==> src/design/spu_pkg.sv <==
package spu_pkg;

   localparam int COORD_W  = 32;
   localparam int WEIGHT_W = 20;
   localparam int RAND_W   = 16;
   localparam int FRAC_W   = 16;
   localparam int IDX_W    = 8;
   localparam int OP_W     = 3;
   localparam int FIT_W    = 32;
   // Largest product magnitude is (2^32 * 2^20) >> 16 = 2^36.
   localparam int MAG_W    = 37;
   localparam int PROD_W   = MAG_W + 1;
   localparam int ACC_W    = 40;

   localparam logic [OP_W-1:0] OP_LOAD  = 3'd0;
   localparam logic [OP_W-1:0] OP_VEL   = 3'd1;
   localparam logic [OP_W-1:0] OP_POS   = 3'd2;
   localparam logic [OP_W-1:0] OP_OFFER = 3'd3;
   localparam logic [OP_W-1:0] OP_READ  = 3'd4;

   typedef enum logic [2:0] {
      MS_VW,
      MS_D1,
      MS_R1,
      MS_D2,
      MS_R2
   } mul_sel_type;

   typedef struct packed {
      logic        capture;
      logic        rd;
      mul_sel_type msel;
      logic        acc_load;
      logic        acc_add;
      logic        vel_wb;
      logic        pos_wb;
      logic        load_wr;
      logic        best_rd;
      logic        step;
      logic        offer;
      logic        copy_rd;
   } dp_cmd_type;

   typedef struct packed {
      logic [OP_W-1:0] op;
      logic            idx_ok;
      logic            last_coord;
      logic            copy_last;
      logic            take;
   } dp_status_type;

   typedef struct packed {
      logic                      sat;
      logic signed [COORD_W-1:0] val;
   } clamp_type;

   function automatic clamp_type clamp_coord(input logic signed [ACC_W-1:0] v);
      logic signed [ACC_W-1:0] hi;
      logic signed [ACC_W-1:0] lo;
      clamp_type               r;
      hi = ACC_W'((64'sd1 <<< (COORD_W - 1)) - 64'sd1);
      lo = -hi - ACC_W'(1);
      r.sat = 1'b0;
      r.val = COORD_W'(v);
      if (v > hi) begin
         r.sat = 1'b1;
         r.val = COORD_W'(hi);
      end else if (v < lo) begin
         r.sat = 1'b1;
         r.val = COORD_W'(lo);
      end
      return r;
   endfunction

endpackage

==> src/design/spu_ctrl.sv <==
module spu_ctrl (
   input  logic                   clock,
   input  logic                   reset,
   input  logic                   start,
   output logic                   busy,
   output logic                   rsp_valid,
   output spu_pkg::dp_cmd_type    cmd,
   input  spu_pkg::dp_status_type status
);
   import spu_pkg::*;

   typedef enum logic [3:0] {
      S_IDLE, S_DISP, S_LOAD, S_RD, S_M0, S_M1, S_M2, S_M3, S_M4,
      S_VWB, S_PWB, S_BRD, S_OFFER, S_COPY, S_RSP
   } state_type;

   state_type state_ff, state_in;

   always_ff @(posedge clock) begin
      if (reset) begin
         state_ff <= S_IDLE;
      end else begin
         state_ff <= state_in;
      end
   end

   assign busy      = (state_ff != S_IDLE);
   assign rsp_valid = (state_ff == S_RSP);

   always_comb begin
      state_in = state_ff;
      cmd      = '0;
      cmd.msel = MS_VW;
      case (state_ff)
         S_IDLE: begin
            cmd.capture = start;
            if (start) state_in = S_DISP;
         end
         S_DISP: begin
            case (status.op)
               OP_LOAD:  state_in = status.idx_ok ? S_LOAD : S_RSP;
               OP_VEL,
               OP_POS,
               OP_READ:  state_in = status.idx_ok ? S_RD : S_RSP;
               OP_OFFER: state_in = S_OFFER;
               default:  state_in = S_IDLE;
            endcase
         end
         S_LOAD: begin
            cmd.load_wr = 1'b1;
            cmd.step    = 1'b1;
            if (status.last_coord) state_in = S_RSP;
         end
         S_RD: begin
            cmd.rd = 1'b1;
            case (status.op)
               OP_VEL:  state_in = S_M0;
               OP_POS:  state_in = S_PWB;
               default: state_in = S_BRD;
            endcase
         end
         S_M0: begin
            cmd.msel = MS_VW;
            state_in = S_M1;
         end
         S_M1: begin
            cmd.acc_load = 1'b1;
            cmd.msel     = MS_D1;
            state_in     = S_M2;
         end
         S_M2: begin
            cmd.msel = MS_R1;
            state_in = S_M3;
         end
         S_M3: begin
            cmd.acc_add = 1'b1;
            cmd.msel    = MS_D2;
            state_in    = S_M4;
         end
         S_M4: begin
            cmd.msel = MS_R2;
            state_in = S_VWB;
         end
         S_VWB: begin
            cmd.vel_wb = 1'b1;
            cmd.step   = 1'b1;
            state_in   = status.last_coord ? S_RSP : S_RD;
         end
         S_PWB: begin
            cmd.pos_wb = 1'b1;
            cmd.step   = 1'b1;
            state_in   = status.last_coord ? S_RSP : S_RD;
         end
         S_BRD: begin
            cmd.best_rd = 1'b1;
            cmd.step    = 1'b1;
            state_in    = status.last_coord ? S_RSP : S_RD;
         end
         S_OFFER: begin
            cmd.offer = 1'b1;
            state_in  = status.take ? S_COPY : S_RSP;
         end
         S_COPY: begin
            // The last entry read here is written back during the result beat.
            cmd.copy_rd = 1'b1;
            if (status.copy_last) state_in = S_RSP;
         end
         S_RSP: begin
            state_in = S_IDLE;
         end
         default: begin
            state_in = S_IDLE;
         end
      endcase
   end

endmodule

==> config.mk <==
export PLATFORM = sky130hd
export DESIGN_NAME = spu_ctrl
export DESIGN_NICKNAME = d
export VERILOG_FILES = /design/src/design/spu_pkg.sv /design/src/design/spu_ctrl.sv
export SDC_FILE = /design/constraint.sdc
export NUM_CORES = 1
export LEC_CHECK = 0
export ABC_AREA = 1
export BUFFER_PORTS_ARGS = -buffer_cell sky130_fd_sc_hd__buf_2
export CAP_MARGIN = 0
export CORE_AREA = 2 2 39 41
export DETAILED_ROUTE_END_ITERATION = 10
export DIE_AREA = 0 0 41 43
export GPL_ROUTABILITY_DRIVEN = 0
export GPL_TIMING_DRIVEN = 1
export PLACE_DENSITY = 0.7
export SETUP_SLACK_MARGIN = 0.1
export SLEW_MARGIN = 25
export SYNTH_ARGS = -nofsm -noshare
export SYNTH_HDL_FRONTEND = slang
export SYNTH_SLANG_ARGS = --single-unit
==> constraint.sdc <==
create_clock -name clock -period 1.5 [get_ports clock]
set_input_delay 0.45 -clock clock [delete_from_list [all_inputs] [get_ports clock]]
set_output_delay 0.45 -clock clock [all_outputs]
set_load 0.1 [all_outputs]
# Word level (Yosys, flattened, before mapping)
# Cells that the tools add are included.
# word_totals
regBits,4
word_cells,51
# op_classes
reduce_logical,7
eq_ne,21
mux,22
# ops
operator,count
$pmux W4 S12,1
$eq A4 B4 Y1 const B,7
$mux W4,6
$eq A4 B3 Y1 const B,4
$pmux W3 S4,1
$pmux W4 S3,1
$mux W1,11
$eq A4 B2 Y1 const B,2
$pmux W4 S2,1
$eq A3 B2 Y1 const B,2
$ne A2 B2 Y1 const B,3
$reduce_or A3 Y1,2
$eq A4 B1 Y1 const B,1
$logic_not A4 Y1,1
$reduce_bool A4 Y1,1
$reduce_or A4 Y1,1
$eq A3 B1 Y1 const B,1
$eq A3 B3 Y1 const B,1
$logic_not A3 Y1,1
$reduce_and A3 Y1,1
$mux W2,1

# Depth between registers and ports, before layout
# depth
ltp_word,4
depth_mapped,9

# Least setup slack after synthesis
# No wires, ideal clock.
# synth_timing
path_kind,reg-to-output
from,reg state_ff[0]
to,out cmd[13] (netlist bit)
setup_slack_ns,-1.410
arrival_ns,2.460
stages_incl_launch_ff,6
path_buffers,0
cell_sequence,dfxtp_1 inv_1 nand2_2 nor2_1 inv_1 nor2_1
# synth_lines
item,line_no,text
start: declaration,spu_ctrl.sv:17,"state_type state_ff, state_in;"
start signal: assignment,spu_ctrl.sv:23,state_ff <= state_in;
end: declaration,spu_ctrl.sv:7,"output spu_pkg::dp_cmd_type cmd,"

==> results.md <==
* Worst slack at placement at 0.0201 ns
* Total wire length at 2.50 mm
* Routed length per instance at 14.6 um
* DR vias at 889
* Max cap viols at 0
* HPWL Detailed at 1.45 mm
* Critical path's slowest cell: dfxtp_2
* Setup crit end kind: output port
* R2R cell count at 8
* Clock Tree Buf Depth at 2
* Clk root buf: clkbuf_4
* Status: finished with violations
* R2r setup slk at 0.01 ns
* Row count at 14
* Mapped Area at 518 um^2
* Initial core utilization at 0.374
* Layout Skew at 0.00487 ns
* CTS Buf Count at 3
* WHS Path Cells at 2
* Leading area contributor after synthesis: nand2_1
* Cell count after synthesis at 110
* R2r startpoint: state_ff[0]$_SDFFE_PP0P_
* Worst setup margin at -0.315 ns
* Final net count at 167
* Failing checks: negative setup slack
* CTS sink cnt at 4
* Hold WC Path Type: input port to register
* Pre-antenna DRT Iters at 4
* 1st-iter DRT viols at 47
* Final setup viols at 16
* Worst setup SP type: register
* Crit share post-route at 1.21
* Core Box Area at 0.00138 mm^2
* IO Pins at 26
* Largest net degree at the start of global routing at 8
* Hold wc startpoint: reset
* Share of cells above drive strength 1 at 0.571
* Leading cell type in the layout, fill and taps excluded: nand2_1
* CTS tree: done
* Vias per inst at 5.17
* Multi-input gate area at 523 um^2
* Area Overhead vs Synth at 143%
* Top reg by flops: state_ff
* Number of global-route vias before repair at 788
* Setup TNS at -3.54 ns
* Worst r2r dst: state_ff[2]$_SDFFE_PP0P_
* Post-route ant nets at 0
* Max Transition Viols Final at 0
* Dominant cells by area after synthesis: nand2_1 24%, nor2_1 22%, dfxtp_1 15%
* Global Route Usage Sum at 0.261
* CP Max Fanout at 5
* Antenna Diode Count at 0
* Cts hold-fix bufs at 0
* Mapped Nets at 120
* Crit Path Class: register to output port
* Initial antenna violation count at 0
* Fill cells at 62
* First-pass GRT wire length at 3.18 mm
* Max FFs per register at 4
* Largest regs: state_ff: 4 flops
* IO buf count at 25
* Final Cell Area at 0.00126 mm^2
* Mean post-synth cell area at 4.71 um^2
* Placed Area at 0.00111 mm^2
* Die Span X at 41 um
* Sequential fraction of the synthesis area at 0.155
* Yosys top cell area share at 0.239
* Largest stage delay on the critical path at 0.34 ns
* Warnings from Yosys at 0
* Number of H-tree levels at 1
* Slew headroom at 0.777
* Number of synthesized register bits at 4
* Reg clk slew, reported paths at 0.04 ns
* Worst-skew pair later-pin latency at 0.24 ns
* Hold Path Sink: state_ff[3]$_SDFFE_PP0P_
* Fmax at 0.551 GHz
* RSZ-0062 raised after global routing: yes
* Remaining DRCs at 0
* Unique cell type count in the Yosys netlist at 11
* Die Span Y at 43 um
* Final-report hold violation count at 0
* Crit-path cells: nor2_1 > nand3_1 > nand2_8 > buf_12
* Final Critical Period at 1.81 ns
* GRT overflow at 0
* Util after Layout at 0.909
* Data required time of the critical path at 1.05 ns
* Die area at 0.00176 mm^2
* Most frequent cells in the layout: 26 x nand2_1, 16 x buf_12, 15 x nor2_1, 15 x buf_4, 11 x nor2_4
* Reg area at 92.6 um^2
* Crit path DAT at 1.36 ns
* Worst-margin pin slew at 0.334 ns
repair_timing:
item                       4_1_cts  5_1_grt
buffers inserted                 4        2
gates resized for setup         13       13
pin swaps                        3        3
setup endpoints to repair       18       20
stage by stage:
stage / hold slack (ns) / std cells
final: 0.413 / 172
after global routing: 0.415 / 172
after CTS: 0.398 / 170
after detailed placement: 0.655 / 162
after global placement: 0.648 / 162
after floorplan: 0.509 / 110
synthesized netlist by cell type (all sizes together):
| cell | n |
|---|---|
| nand3 | 12 |
| nand3b | 2 |
| dfxtp | 4 |
| o21ai | 1 |
| nor3 | 1 |
| a21oi | 6 |
| nor2 | 32 |
| inv | 18 |
| nand2 | 34 |
area by class of cell:
cell class                 instances  area share
tap                               16      0.0159
clock buffer                       4      0.0209
sequential                         4      0.0736
timing repair buffer              42       0.398
multi-input combinational         88       0.416
inverter                          18      0.0756
kinds of logic after synthesis:
group                  Yosys count  synth area share
AO/OA/AOI/OAI                    7            0.0676
buffers and inverters           18             0.130
flip-flops                       4             0.155
AND/OR/NAND/NOR                 81             0.647
worst max-delay path by stage:
stage / slack, ns / to / cells past startpoint / startpoint
finish: -0.31 / cmd[2] / 4 / state_ff[2]$_SDFFE_PP0P_
global route: -0.37 / cmd[2] / 4 / state_ff[2]$_SDFFE_PP0P_
CTS: -0.21 / cmd[13] / 6 / state_ff[1]$_SDFFE_PP0P_
detailed placement: 0.02 / cmd[2] / 6 / state_ff[3]$_SDFFE_PP0P_
global placement: 0.04 / cmd[8] / 5 / state_ff[0]$_SDFFE_PP0P_
floorplan: -0.65 / cmd[13] / 5 / state_ff[1]$_SDFFE_PP0P_
routing by layer:
layer | track usage | routed length (um) | part of all wire
met1 | 0.302 | 984 | 0.39
met2 | 0.447 | 1310 | 0.52
met3 | 0.0524 | 128 | 0.051
met4 | 0.0867 | 83 | 0.033
met5 | 0 | 0 | 0
worst max-delay path, delay by kind of cell (launching register included):
family	cells	cell delay (ns)
buf+inv	1	0.17
simple gates	3	0.61
flops	1	0.34
Power is left out: the tool's default activity adds up to more than one toggle a clock period on the data nets, which glitch-free logic cannot reach.
